File: config.mk
export PLATFORM = sky130hd
export DESIGN_NAME = fan_speed_mode_controller
export DESIGN_NICKNAME = d
export VERILOG_FILES = /design/src/fsmc_pkg.sv /design/src/fsmc_cfg_regs.sv /design/src/fsmc_in_stage.sv /design/src/fsmc_core.sv /design/src/fsmc_out_stage.sv /design/src/fan_speed_mode_controller.sv
export VERILOG_INCLUDE_DIRS = /design/src /design/src/src
export SDC_FILE = /design/constraint.sdc
export NUM_CORES = 1
export LEC_CHECK = 0
export BUFFER_PORTS_ARGS = -buffer_cell sky130_fd_sc_hd__buf_2
export CAP_MARGIN = 40
export CORE_UTILIZATION = 52
export CTS_BUF_LIST = sky130_fd_sc_hd__clkbuf_16
export DETAILED_ROUTE_END_ITERATION = 10
export PLACE_DENSITY = 0.7
export SLEW_MARGIN = 5
export SYNTH_ARGS = -nofsm -noshare
export SYNTH_HDL_FRONTEND = slang
export SYNTH_HIERARCHICAL = 1
export SYNTH_SLANG_ARGS = --single-unit
File: constraint.sdc
create_clock -name clk -period 22.7 [get_ports clk]
set_input_delay 4.54 -clock clk [delete_from_list [all_inputs] [get_ports clk]]
set_output_delay 4.54 -clock clk [all_outputs]
set_load 0.1 [all_outputs]
File: src/fan_speed_mode_controller_defines.svh
// ----------------------------------------------------------------------------
// Fan speed mode controller: assertion macros
// Concurrent checks, compiled out for synthesis.
// ----------------------------------------------------------------------------
`ifndef FAN_SPEED_MODE_CONTROLLER_DEFINES_SVH
`define FAN_SPEED_MODE_CONTROLLER_DEFINES_SVH

`ifndef SYNTHESIS
`define FSMC_ASSERT_IMP(label, clk, rstn, ante, cons) \
  label: assert property (@(posedge clk) disable iff (!rstn) (ante) |-> (cons)) \
    else $error("fsmc check failed");
`define FSMC_ASSERT_NXT(label, clk, rstn, ante, cons) \
  label: assert property (@(posedge clk) disable iff (!rstn) (ante) |=> (cons)) \
    else $error("fsmc check failed");
`else
`define FSMC_ASSERT_IMP(label, clk, rstn, ante, cons)
`define FSMC_ASSERT_NXT(label, clk, rstn, ante, cons)
`endif

`endif

File: src/fsmc_pkg.sv
// ----------------------------------------------------------------------------
// Fan speed mode controller package
// Shared types, codes, reset values and the thermal duty table.
// ----------------------------------------------------------------------------
package fsmc_pkg;

  typedef enum logic [1:0] {
    MODE_MANUAL  = 2'd0,
    MODE_RPM     = 2'd1,
    MODE_THERMAL = 2'd2,
    MODE_NONE    = 2'd3
  } mode_t;

  typedef enum logic [2:0] {
    FUNC_TICK     = 3'd0,
    FUNC_UP       = 3'd1,
    FUNC_DOWN     = 3'd2,
    FUNC_SET_RPM  = 3'd3,
    FUNC_SET_TEMP = 3'd4
  } func_t;

  typedef enum logic [2:0] {
    CFG_CONTROL_MODE     = 3'd0,
    CFG_SMOOTH_ENABLE    = 3'd1,
    CFG_RPM_DEAD_BAND    = 3'd2,
    CFG_MANUAL_DUTY_STEP = 3'd3,
    CFG_RPM_TARGET_STEP  = 3'd4,
    CFG_TEMP_TARGET_STEP = 3'd5,
    CFG_RPM_TARGET_MAX   = 3'd6,
    CFG_TEMP_TARGET_MAX  = 3'd7
  } cfg_idx_t;

  typedef struct packed {
    logic [1:0]  control_mode;
    logic        smooth_enable;
    logic [15:0] rpm_dead_band;
    logic [6:0]  manual_duty_step;
    logic [15:0] rpm_target_step;
    logic [7:0]  temp_target_step;
    logic [15:0] rpm_target_max;
    logic [7:0]  temp_target_max;
  } cfg_t;

  typedef struct packed {
    logic [2:0]         func;
    logic               power_on;
    logic [15:0]        rpm_measured;
    logic signed [8:0]  temp_measured;
    logic signed [16:0] set_value;
  } item_t;

  typedef struct packed {
    logic [6:0]        duty_percent;
    logic [15:0]       rpm_target_now;
    logic [7:0]        temp_target_now;
    logic signed [8:0] temp_smoothed;
    logic              stalled;
    logic              fan_active;
  } result_t;

  localparam int IN_TDATA_W  = 48;
  localparam int OUT_TDATA_W = 48;
  localparam int CFG_DATA_W  = 16;

  // register reset values
  localparam logic [15:0] RST_RPM_DEAD_BAND    = 16'd100;
  localparam logic [6:0]  RST_MANUAL_DUTY_STEP = 7'd5;
  localparam logic [15:0] RST_RPM_TARGET_STEP  = 16'd200;
  localparam logic [7:0]  RST_TEMP_TARGET_STEP = 8'd5;
  localparam logic [15:0] RST_RPM_TARGET_MAX   = 16'd5000;
  localparam logic [7:0]  RST_TEMP_TARGET_MAX  = 8'd80;

  // state reset values
  localparam logic [15:0] RST_RPM_GOAL  = 16'd2000;
  localparam logic [7:0]  RST_TEMP_GOAL = 8'd45;

  localparam logic [6:0] DUTY_MAX = 7'd100;

  // rpm error thresholds for the duty step size
  localparam logic [15:0] ERR_STEP5 = 16'd1500;
  localparam logic [15:0] ERR_STEP4 = 16'd1000;
  localparam logic [15:0] ERR_STEP3 = 16'd600;
  localparam logic [15:0] ERR_STEP2 = 16'd300;

  // divide by ten: (x * 3277) >> 15, exact for x below 16384
  localparam logic [11:0] DIV10_MUL   = 12'd3277;
  localparam int          DIV10_SHIFT = 15;

  localparam int TABLE_MAX = 16;
  localparam int TABLE_IDX_W = $clog2(TABLE_MAX);

  typedef logic signed [4:0] tdiff_t;

  localparam tdiff_t TABLE_DIFF [TABLE_MAX] = '{
    -5'sd4, -5'sd3, -5'sd2, -5'sd1, 5'sd0, 5'sd1, 5'sd2, 5'sd3,
    5'sd4, 5'sd5, 5'sd6, 5'sd7, 5'sd8, 5'sd9, 5'sd10, 5'sd11
  };

  localparam logic [6:0] TABLE_DUTY [TABLE_MAX] = '{
    7'd10, 7'd15, 7'd20, 7'd25, 7'd30, 7'd45, 7'd65, 7'd90,
    7'd100, 7'd100, 7'd100, 7'd100, 7'd100, 7'd100, 7'd100, 7'd100
  };

endpackage

File: src/fsmc_cfg_regs.sv
// ----------------------------------------------------------------------------
// Fan speed mode controller: configuration registers
// Write-only register file, indexed write with enable.
// ----------------------------------------------------------------------------
module fsmc_cfg_regs
  import fsmc_pkg::*;
(
  input  logic                  clk,
  input  logic                  rst_n,
  input  logic                  cfg_we,
  input  logic [2:0]            cfg_index,
  input  logic [CFG_DATA_W-1:0] cfg_wdata,
  output cfg_t                  cfg
);

  cfg_t cfg_r;
  cfg_t cfg_nxt;

  always_comb begin
    cfg_nxt = cfg_r;
    if (cfg_we) begin
      unique case (cfg_idx_t'(cfg_index))
        CFG_CONTROL_MODE:     cfg_nxt.control_mode     = cfg_wdata[1:0];
        CFG_SMOOTH_ENABLE:    cfg_nxt.smooth_enable    = cfg_wdata[0];
        CFG_RPM_DEAD_BAND:    cfg_nxt.rpm_dead_band    = cfg_wdata[15:0];
        CFG_MANUAL_DUTY_STEP: cfg_nxt.manual_duty_step = cfg_wdata[6:0];
        CFG_RPM_TARGET_STEP:  cfg_nxt.rpm_target_step  = cfg_wdata[15:0];
        CFG_TEMP_TARGET_STEP: cfg_nxt.temp_target_step = cfg_wdata[7:0];
        CFG_RPM_TARGET_MAX:   cfg_nxt.rpm_target_max   = cfg_wdata[15:0];
        CFG_TEMP_TARGET_MAX:  cfg_nxt.temp_target_max  = cfg_wdata[7:0];
        default:              cfg_nxt = cfg_r;
      endcase
    end
  end

  always_ff @(posedge clk) begin
    if (!rst_n) begin
      cfg_r.control_mode     <= MODE_MANUAL;
      cfg_r.smooth_enable    <= 1'b0;
      cfg_r.rpm_dead_band    <= RST_RPM_DEAD_BAND;
      cfg_r.manual_duty_step <= RST_MANUAL_DUTY_STEP;
      cfg_r.rpm_target_step  <= RST_RPM_TARGET_STEP;
      cfg_r.temp_target_step <= RST_TEMP_TARGET_STEP;
      cfg_r.rpm_target_max   <= RST_RPM_TARGET_MAX;
      cfg_r.temp_target_max  <= RST_TEMP_TARGET_MAX;
    end else begin
      cfg_r <= cfg_nxt;
    end
  end

  assign cfg = cfg_r;

endmodule

File: src/fsmc_in_stage.sv
// ----------------------------------------------------------------------------
// Fan speed mode controller: input register
// Captures one input transaction and unpacks it for the core.
// ----------------------------------------------------------------------------
module fsmc_in_stage
  import fsmc_pkg::*;
(
  input  logic                  clk,
  input  logic                  rst_n,
  input  logic                  in_tvalid,
  output logic                  in_tready,
  input  logic [IN_TDATA_W-1:0] in_tdata,
  input  logic [2:0]            in_tuser,
  input  logic                  advance,
  output logic                  item_valid,
  output item_t                 item
);

  logic  valid_r;
  logic  valid_nxt;
  item_t item_r;
  logic  take;

  assign in_tready = !valid_r || advance;
  assign take      = in_tvalid && in_tready;
  assign valid_nxt = take || (valid_r && !advance);

  always_ff @(posedge clk) begin
    if (!rst_n) begin
      valid_r <= 1'b0;
    end else begin
      valid_r <= valid_nxt;
    end
  end

  always_ff @(posedge clk) begin
    if (take) begin
      item_r.func          <= in_tuser;
      item_r.power_on      <= in_tdata[0];
      item_r.rpm_measured  <= in_tdata[16:1];
      item_r.temp_measured <= $signed(in_tdata[25:17]);
      item_r.set_value     <= $signed(in_tdata[42:26]);
    end
  end

  assign item_valid = valid_r;
  assign item       = item_r;

endmodule

File: src/fsmc_core.sv
// ----------------------------------------------------------------------------
// Fan speed mode controller: control core
// Holds duty, targets and smoothed temperature; one item per cycle with advance.
// ----------------------------------------------------------------------------
`include "fan_speed_mode_controller_defines.svh"

module fsmc_core
  import fsmc_pkg::*;
#(
  parameter int TABLE_ENTRIES = 9
) (
  input  logic    clk,
  input  logic    rst_n,
  input  cfg_t    cfg,
  input  logic    advance,
  input  item_t   item,
  output result_t res
);

  localparam int LAST = TABLE_ENTRIES - 1;

  logic [6:0]        duty_r,  duty_nxt;
  logic [15:0]       rpm_goal_r, rpm_goal_nxt;
  logic [7:0]        temp_goal_r, temp_goal_nxt;
  logic signed [8:0] tf_r, tf_nxt;

  mode_t mode;
  logic  stall;
  logic  tick_on;

  // manual and target steps
  logic [7:0]  duty_sum;
  logic [6:0]  duty_up, duty_dn;
  logic [16:0] rpm_sum;
  logic [15:0] rpm_up, rpm_dn;
  logic [8:0]  temp_sum;
  logic [7:0]  temp_up, temp_dn;
  logic [15:0] rpm_set;
  logic [7:0]  temp_set;

  // rpm regulation
  logic signed [16:0] rpm_err;
  logic [15:0]        err_mag;
  logic [2:0]         reg_step;
  logic [6:0]         duty_reg_up, duty_reg_dn, duty_rpm;

  // thermal table
  logic signed [12:0] acc;
  logic [11:0]        acc_mag;
  logic [23:0]        prod;
  logic [8:0]         quo;
  logic signed [8:0]  tf_smooth, tf_tick;
  logic signed [9:0]  tdelta;
  logic [TABLE_IDX_W-1:0] tidx;

  assign mode    = mode_t'(cfg.control_mode);
  assign tick_on = (func_t'(item.func) == FUNC_TICK) && item.power_on;

  always_comb begin
    duty_sum = {1'b0, duty_r} + {1'b0, cfg.manual_duty_step};
    duty_up  = (duty_sum > {1'b0, DUTY_MAX}) ? DUTY_MAX : duty_sum[6:0];
    duty_dn  = (cfg.manual_duty_step >= duty_r) ? 7'd0 : duty_r - cfg.manual_duty_step;

    rpm_sum = {1'b0, rpm_goal_r} + {1'b0, cfg.rpm_target_step};
    rpm_up  = (rpm_sum > {1'b0, cfg.rpm_target_max}) ? cfg.rpm_target_max : rpm_sum[15:0];
    rpm_dn  = (cfg.rpm_target_step >= rpm_goal_r) ? 16'd0
                                                  : rpm_goal_r - cfg.rpm_target_step;

    temp_sum = {1'b0, temp_goal_r} + {1'b0, cfg.temp_target_step};
    temp_up  = (temp_sum > {1'b0, cfg.temp_target_max}) ? cfg.temp_target_max
                                                         : temp_sum[7:0];
    temp_dn  = (cfg.temp_target_step >= temp_goal_r) ? 8'd0
                                                      : temp_goal_r - cfg.temp_target_step;

    if (item.set_value > $signed({1'b0, cfg.rpm_target_max})) begin
      rpm_set = cfg.rpm_target_max;
    end else if (item.set_value < 0) begin
      rpm_set = 16'd0;
    end else begin
      rpm_set = item.set_value[15:0];
    end

    if (item.set_value > $signed({9'd0, cfg.temp_target_max})) begin
      temp_set = cfg.temp_target_max;
    end else if (item.set_value < 0) begin
      temp_set = 8'd0;
    end else begin
      temp_set = item.set_value[7:0];
    end
  end

  // rpm regulation
  always_comb begin
    rpm_err = $signed({1'b0, rpm_goal_r}) - $signed({1'b0, item.rpm_measured});
    err_mag = rpm_err[16] ? 16'(-rpm_err) : rpm_err[15:0];
    priority if (err_mag > ERR_STEP5) reg_step = 3'd5;
    else if (err_mag > ERR_STEP4)     reg_step = 3'd4;
    else if (err_mag > ERR_STEP3)     reg_step = 3'd3;
    else if (err_mag > ERR_STEP2)     reg_step = 3'd2;
    else                              reg_step = 3'd1;
    duty_reg_up = duty_r + {4'd0, reg_step};
    if (duty_reg_up > DUTY_MAX) duty_reg_up = DUTY_MAX;
    duty_reg_dn = ({4'd0, reg_step} >= duty_r) ? 7'd0 : duty_r - {4'd0, reg_step};
    if (err_mag <= cfg.rpm_dead_band) begin
      duty_rpm = duty_r;
    end else if (!rpm_err[16]) begin
      duty_rpm = duty_reg_up;
    end else begin
      duty_rpm = duty_reg_dn;
    end
  end

  assign stall = tick_on && (mode == MODE_RPM) && (item.rpm_measured == 16'd0)
                 && (duty_r == DUTY_MAX);

  // thermal: (3*old + 7*new) / 10 toward zero, then table search
  always_comb begin
    acc = ($signed({{4{tf_r[8]}}, tf_r}) <<< 1) + $signed({{4{tf_r[8]}}, tf_r})
        + ($signed({{4{item.temp_measured[8]}}, item.temp_measured}) <<< 3)
        - $signed({{4{item.temp_measured[8]}}, item.temp_measured});
    acc_mag   = acc[12] ? 12'(-acc) : acc[11:0];
    prod      = {12'd0, acc_mag} * {12'd0, DIV10_MUL};
    quo       = prod[DIV10_SHIFT+8:DIV10_SHIFT];
    tf_smooth = acc[12] ? -$signed(quo) : $signed(quo);
    tf_tick   = cfg.smooth_enable ? tf_smooth : item.temp_measured;
    tdelta    = $signed({tf_tick[8], tf_tick}) - $signed({2'b00, temp_goal_r});
    tidx      = TABLE_IDX_W'(LAST);
    for (int i = LAST - 1; i >= 0; i--) begin
      if (tdelta <= $signed({{5{TABLE_DIFF[i][4]}}, TABLE_DIFF[i]})) begin
        tidx = TABLE_IDX_W'(i);
      end
    end
  end

  always_comb begin
    duty_nxt      = duty_r;
    rpm_goal_nxt  = rpm_goal_r;
    temp_goal_nxt = temp_goal_r;
    tf_nxt        = tf_r;
    unique case (func_t'(item.func))
      FUNC_TICK: begin
        if (item.power_on) begin
          if (mode == MODE_RPM) begin
            if (!stall) duty_nxt = duty_rpm;
          end else if (mode == MODE_THERMAL) begin
            tf_nxt   = tf_tick;
            duty_nxt = TABLE_DUTY[tidx];
          end
        end
      end
      FUNC_UP: begin
        unique case (mode)
          MODE_MANUAL:  duty_nxt      = duty_up;
          MODE_RPM:     rpm_goal_nxt  = rpm_up;
          MODE_THERMAL: temp_goal_nxt = temp_up;
          MODE_NONE:    duty_nxt      = duty_r;
          default:      duty_nxt      = duty_r;
        endcase
      end
      FUNC_DOWN: begin
        unique case (mode)
          MODE_MANUAL:  duty_nxt      = duty_dn;
          MODE_RPM:     rpm_goal_nxt  = rpm_dn;
          MODE_THERMAL: temp_goal_nxt = temp_dn;
          MODE_NONE:    duty_nxt      = duty_r;
          default:      duty_nxt      = duty_r;
        endcase
      end
      FUNC_SET_RPM:  rpm_goal_nxt  = rpm_set;
      FUNC_SET_TEMP: temp_goal_nxt = temp_set;
      default:       duty_nxt      = duty_r;
    endcase
  end

  always_ff @(posedge clk) begin
    if (!rst_n) begin
      duty_r      <= 7'd0;
      rpm_goal_r  <= RST_RPM_GOAL;
      temp_goal_r <= RST_TEMP_GOAL;
      tf_r        <= 9'sd0;
    end else if (advance) begin
      duty_r      <= duty_nxt;
      rpm_goal_r  <= rpm_goal_nxt;
      temp_goal_r <= temp_goal_nxt;
      tf_r        <= tf_nxt;
    end
  end

  always_comb begin
    res.duty_percent    = duty_nxt;
    res.rpm_target_now  = rpm_goal_nxt;
    res.temp_target_now = temp_goal_nxt;
    res.temp_smoothed   = tf_nxt;
    res.stalled         = stall;
    res.fan_active      = (duty_nxt != 7'd0);
  end

  `FSMC_ASSERT_IMP(a_duty_range, clk, rst_n, 1'b1, duty_r <= DUTY_MAX)
  `FSMC_ASSERT_NXT(a_stall_holds, clk, rst_n, advance && stall, duty_r == $past(duty_r))
  `FSMC_ASSERT_NXT(a_set_rpm_sat, clk, rst_n,
                   advance && (item.func == FUNC_SET_RPM),
                   rpm_goal_r <= $past(cfg.rpm_target_max))
  `FSMC_ASSERT_NXT(a_filter_quiet, clk, rst_n,
                   !(advance && tick_on && (mode == MODE_THERMAL)), $stable(tf_r))

endmodule

File: src/fsmc_out_stage.sv
// ----------------------------------------------------------------------------
// Fan speed mode controller: result register
// Holds one result transaction until the sink takes it.
// ----------------------------------------------------------------------------
module fsmc_out_stage
  import fsmc_pkg::*;
(
  input  logic                   clk,
  input  logic                   rst_n,
  input  logic                   advance,
  input  result_t                res,
  output logic                   out_tvalid,
  input  logic                   out_tready,
  output logic [OUT_TDATA_W-1:0] out_tdata
);

  logic                   valid_r, valid_nxt;
  logic [OUT_TDATA_W-1:0] data_r;

  assign valid_nxt = advance || (valid_r && !out_tready);

  always_ff @(posedge clk) begin
    if (!rst_n) begin
      valid_r <= 1'b0;
    end else begin
      valid_r <= valid_nxt;
    end
  end

  always_ff @(posedge clk) begin
    if (advance) begin
      data_r <= {6'd0, res.fan_active, res.stalled, res.temp_smoothed,
                 res.temp_target_now, res.rpm_target_now, res.duty_percent};
    end
  end

  assign out_tvalid = valid_r;
  assign out_tdata  = data_r;

endmodule

File: src/fan_speed_mode_controller.sv
// Path: input register, then core logic, then the result register.
// Throughput: one transaction per cycle unless out_tready holds it off; duty,
//   targets and filter update in the core between the input and result stages.
// Reset (rst_n low, synchronous): both stages empty, registers to defaults,
//   duty 0, rpm target 2000, temperature target 45, filter 0.
// ----------------------------------------------------------------------------
// Fan speed mode controller
// Fan duty regulation by manual steps, rpm error or thermal table.
// ----------------------------------------------------------------------------
module fan_speed_mode_controller
  import fsmc_pkg::*;
#(
  parameter int TABLE_ENTRIES = 9
) (
  input  logic                   clk,
  input  logic                   rst_n,
  // power_on[0], rpm_measured[16:1], temp_measured[25:17], set_value[42:26]
  input  logic [IN_TDATA_W-1:0]  in_tdata,
  // func[2:0]
  input  logic [2:0]             in_tuser,
  input  logic                   in_tvalid,
  output logic                   in_tready,
  // duty_percent[6:0], rpm_target_now[22:7], temp_target_now[30:23],
  // temp_smoothed[39:31], stalled[40], fan_active[41]
  output logic [OUT_TDATA_W-1:0] out_tdata,
  output logic                   out_tvalid,
  input  logic                   out_tready,
  input  logic                   cfg_we,
  input  logic [2:0]             cfg_index,
  input  logic [CFG_DATA_W-1:0]  cfg_wdata
);

  cfg_t    cfg;
  item_t   item;
  result_t res;
  logic    item_valid;
  logic    advance;

  assign advance = item_valid && (!out_tvalid || out_tready);

  fsmc_cfg_regs u_cfg (
    .clk       (clk),
    .rst_n     (rst_n),
    .cfg_we    (cfg_we),
    .cfg_index (cfg_index),
    .cfg_wdata (cfg_wdata),
    .cfg       (cfg)
  );

  fsmc_in_stage u_in (
    .clk        (clk),
    .rst_n      (rst_n),
    .in_tvalid  (in_tvalid),
    .in_tready  (in_tready),
    .in_tdata   (in_tdata),
    .in_tuser   (in_tuser),
    .advance    (advance),
    .item_valid (item_valid),
    .item       (item)
  );

  fsmc_core #(
    .TABLE_ENTRIES (TABLE_ENTRIES)
  ) u_core (
    .clk     (clk),
    .rst_n   (rst_n),
    .cfg     (cfg),
    .advance (advance),
    .item    (item),
    .res     (res)
  );

  fsmc_out_stage u_out (
    .clk        (clk),
    .rst_n      (rst_n),
    .advance    (advance),
    .res        (res),
    .out_tvalid (out_tvalid),
    .out_tready (out_tready),
    .out_tdata  (out_tdata)
  );

endmodule
Yosys cells after proc, flatten, opt, wreduce, memory -nomap -nowiden --
Memory sizes are Yosys's and may differ from the RTL's. Index checks and enable logic that the tools add are counted.
Operators by class: reduce and logical (&&, ||, !) cells 29, mux-type cells 49, $add $sub $neg 16, multiply operators 1, magnitude comparators 25, equality and inequality tests 14, bitwise logic cells 1
Operator list (count):
- 16-bit two-way mux | 7
- 7-bit two-way mux | 14
- 9-bit two-way mux | 6
- 8-bit two-way mux | 6
- 16-bit case mux with 3 select lines | 1
- 10-bit by 3-bit <= comparator with 1-bit output, second input constant | 4
- 16-bit by 10-bit > comparator with 1-bit output, second input constant | 2
- 4-bit two-way mux | 8
- 12-bit by 12-bit multiplier with 24-bit output, second input constant | 1
- 8-bit case mux with 3 select lines | 1
- 7-bit case mux with 3 select lines | 1
- 10-bit by 1-bit <= comparator with 1-bit output, second input constant | 2
- 10-bit by 2-bit <= comparator with 1-bit output, second input constant | 2
- 16-bit by 16-bit adder with 17-bit output | 1
- 17-bit by 16-bit > comparator with 1-bit output | 1
- 17-bit > comparator | 1
- 17-bit by 9-bit > comparator with 1-bit output | 1
- 17-bit by 1-bit less-than comparator with 1-bit output, second input constant | 1
- 16-bit by 16-bit subtractor with 17-bit output | 1
- 16-bit >= comparator | 1
- 16-bit by 11-bit > comparator with 1-bit output, second input constant | 1
- 16-bit by 9-bit > comparator with 1-bit output, second input constant | 1
- 16-bit <= comparator | 1
- 16-bit logical NOT | 1
- other kinds (38) | 69
Storage, ports and cells: memories 1, memory bits (read-only) 112, word-level logic and storage cells 156, bits of input ports 75, flip-flop bits (word level) 204
Memory list:
- (name not given) | words 16, width 7, read ports 1, clocked after memory_dff 0, wr ports 0, RTL line fsmc_core.sv:147 | duty_nxt = TABLE_DUTY[tidx];

Depth between registers and ports, before layout --
depth in word-level cells 28, depth in mapped cells 54

By module --
The synthesis kept the hierarchy.
By module, submodules not included:
- fsmc_core | cells an instance 2005, area each 14871.8 µm², times used 1, sequential area each 800.8 µm²
- fsmc_cfg_regs | cells an instance 280, area each 2920.3 µm², times used 1, sequential area each 1481.4 µm²
- fsmc_in_stage | cells an instance 51, area each 1438.9 µm², times used 1, sequential area each 1401.3 µm²
- fsmc_out_stage | cells an instance 52, area each 1351.3 µm², times used 1, sequential area each 1281.2 µm²
- fan_speed_mode_controller | cells an instance 2, area each 11.3 µm², times used 1, sequential area each 0.0 µm²

Least setup slack after synthesis --
OpenSTA, ideal clock, no wires.
path kind input-to-output, start input port out_tready, end output port in_tready, arrival time 7476 ps, data required time 18160 ps, path slack 10684 ps, stages 3, cells stage by stage inv_1 a21boi_1 nand2b_4
Between the ends: word-level cells in the longest chain between the ends 3
RTL lines:
- start: declaration | RTL line fan_speed_mode_controller.sv:27 | input logic out_tready,
- 1-bit logical OR | RTL line fan_speed_mode_controller.sv:39 | assign advance = item_valid && (!out_tvalid || out_tready);
- 1-bit logical AND | RTL line fan_speed_mode_controller.sv:39
- net advance | RTL line fan_speed_mode_controller.sv:37 | logic advance;
- 1-bit logical OR | RTL line fsmc_in_stage.sv:24 | assign in_tready = !valid_r || advance;
- end: declaration | RTL line fan_speed_mode_controller.sv:22 | output logic in_tready,
The timed path passes the listed nets, and every way through them passes these cells.

==> impl_metrics.ini <==
[clocking]
clkTransAtPathRegs_ps = 60
htreeDepth = 1
tritoncts = built
numCtsBuffers = 24
cts_hold_buffers = 0
clk-insertion-delay-late_ps = 550
cts_sinks = 204
clockBufferDepth = 3
cts.repair.resized = 0
cts_root_buf = clkbuf_16
postCtsSetupRepairBufs = 0

[critical_path]
required_ps = 22940
r2r_start = u_in/item[20]$_DFFE_PP_
max_stage_delay_ps = 570
reg2reg_to = u_out/out_tdata[41]$_DFFE_PP_
reg2reg_depth = 49
crit_path_max_fanout = 12
cp_slowest_cell = xnor2_1
end_kind = flip-flop
arrival_ps = 13530
path_class = flip-flop to flip-flop
rrSetupSlack_ps = 9410
worst_path_most_repeated_cell = fa_1
start_kind = flip-flop

[die]
floorplan.initialDensity_pct = 53.0
pin_count = 125
die_area_mm2 = 0.0404
die_h_um = 201
fp-row-count = 72
die_x_um = 201
core_mm2 = 0.0388

[detailed_routing]
drt_iter0_markers = 1645
dr.pass1.iters = 6
drtAntennaViolNets = 0
drc = 0
wirelength_um = 61500
wl_per_cell_um = 20.6
vias = 18347
viasPerCell = 6.14

[grt]
met3_usage_pct = 3.34
antenna_found_initial = 0
grt_max_degree = 77
grt_overflow = 0
grt_use_met1_pct = 40.0
grt_pass1_vias = 17763
grt-busiest-layer = met2
grt_usage_pct = 29.8
use_met2_pct = 50.4
grt_pass1_wl_um = 96400

[run_status]
status = completed

[timing]
setup_slack_ps = 9410
fin_crit_sh_pct = 58.5
fin_worst_skew_ps = 30.3
maxClockFrequency_mhz = 75.2
drv_slew = 0
rsz0062_at_grt = false
setup_viol = 0
worst_slew_pin_slew_ps = 894
finalHoldViolations = 0
max_slew_margin_pct = 40.2
finalCriticalPeriod_ps = 13290
fin_setup_tns_ps = 0

[place]
io_buffers = 113
placedInstanceArea_mm2 = 0.0216
preCtsSetupSlack_ps = 9560
dp.final_hpwl_um = 47700
globalplace.congestion = 0.974

[yosys]
ys.flop_type = dfxtp_1
synth_edf_count = 88
yosysSeqAreaShare_pct = 24.1
synth_area_mm2 = 0.0206
yosysWarnings = 6
async_reset_ff_share_pct = 0
synth.distinct_cells = 105
syn_avg_cell_area_um2 = 8.62
syn_inst = 2390
ys_ff_latch = 204

[worst_hold_path]
hold_end = u_cfg/cfg[56]$_SDFFE_PN0P_
min_from = u_cfg/cfg[56]$_SDFFE_PN0P_
whs_path_depth = 2
min_path_type = flip-flop to flip-flop

[finish]
fillers = 3471
drive_gt1_share_pct = 9.51
final_cell_area_mm2 = 0.0223
nets = 2855
area_growth_pct = 8.38

[run]
cap_violations = 0
==> synthesized netlist by cell type, drive strengths merged, types with 23 or more instances <==
master / n / share of area (%)
inv: 282 / 5.1
o21ai: 113 / 2.7
ha: 264 / 16
nand4: 29 / 0.91
nor2: 128 / 2.3
a21oi: 156 / 3.8
nor2b: 57 / 1.8
a21o: 33 / 1.2
dfxtp: 116 / 11
o21bai: 25 / 0.91
xnor2: 73 / 3.1
nand2: 189 / 3.4
o21a: 33 / 1.2
mux2i: 90 / 4.4
xor2: 43 / 1.8
buf: 33 / 1.0
fa: 63 / 6.1
a211oi: 33 / 1.2
nand3: 39 / 0.95
a31oi: 23 / 0.70
nor3: 49 / 1.2
clkbuf: 70 / 1.3
edfxtp: 88 / 13
==> per-stage QoR <==
stage	hold slack [ps]	std cells	util [%]
finish	468	2990	57.5
global route	492	2989	57.5
CTS	468	2989	57.5
detailed placement	456	2945	55.5
global placement	449	2940	55.4
floorplan	434	2395	-
==> per-layer routing <==
layer | share of wire [%] | vias to the layer above
met1 | 43 | 8789
met3 | 7.0 | 134
li1 | - | 8630
met5 | 0 | -
met4 | 3.3 | 0
met2 | 47 | 794
==> critical path: cells and delay by family, from the launching register on <==
kind / cells / cell delay [ps]
AOI/OAI and AO/OA: 13 / 3040
xor gates and xnor gates: 4 / 1150
adders and majority gates: 12 / 4940
buffers and inverters: 5 / 360
DFF: 1 / 470
muxes: 1 / 230
and+or+nand+nor: 14 / 2780
==> placed cells by master (no fill, tap or decap), types with 43 or more instances in the layout <==
cell,instances
inv_1,286
ha_1,264
nand2_1,189
a21oi_1,155
nor2_1,127
dfxtp_1,116
buf_2,113
o21ai_0,110
mux2i_1,90
edfxtp_1,88
xnor2_1,73
fa_1,63
nor2b_1,56
nor3_1,47
xor2_1,43
==> worst max-delay path by stage <==
| stage | slack [ps] | cells past startpoint | start | endpoint |
|---|---|---|---|---|
| global placement | 9640 | 48 | u_in/item[20]$_DFFE_PP_ | u_out/out_tdata[41]$_DFFE_PP_ |
| CTS | 9490 | 49 | u_in/item[20]$_DFFE_PP_ | u_out/out_tdata[41]$_DFFE_PP_ |
| finish | 9410 | 49 | u_in/item[20]$_DFFE_PP_ | u_out/out_tdata[41]$_DFFE_PP_ |
| floorplan | 10680 | 3 | out_tready | in_tready |
| global route | 8550 | 49 | u_in/item[20]$_DFFE_PP_ | u_out/out_tdata[41]$_DFFE_PP_ |
| detailed placement | 9560 | 49 | u_in/item[20]$_DFFE_PP_ | u_out/out_tdata[41]$_DFFE_PP_ |
==> registers in the layout (all words and copies together), names as in the netlist <==
signal and count:
u_core/rpm_goal_r 16, u_core/tf_r 9, u_out/out_tdata 42, u_cfg/cfg 74, u_in/item 46, u_out/out_tvalid 1, u_core/duty_r 7, u_in/item_valid 1
u_core/temp_goal_r 8
==> final cells by class <==
class                   count  area, um^2  share of cell area (%)
diodes                      1        2.50                  0.0112
clock buffers              27         676                    3.03
clock inverters            17        90.1                   0.404
inverters                 284        1070                    4.78
multi-input cells        1804       14100                    63.3
flip-flops and latches    204        4960                    22.2
well taps                 518         648                    2.90
repair buffers            135         751                    3.36
==> kinds of logic after synthesis <==
family	Yosys count	share of synthesized area, %
AOI/OAI and AO/OA	605	20.0
other	1	0.0182
adders and majority gates	327	22.2
buffers and inverters	387	7.47
xor gates and xnor gates	116	4.93
muxes	101	4.98
and+or+nand+nor	649	16.3
DFF	204	24.1
Power is not shown: default switching activity piles up to over one toggle a cycle in this logic, so the estimate is an artifact.
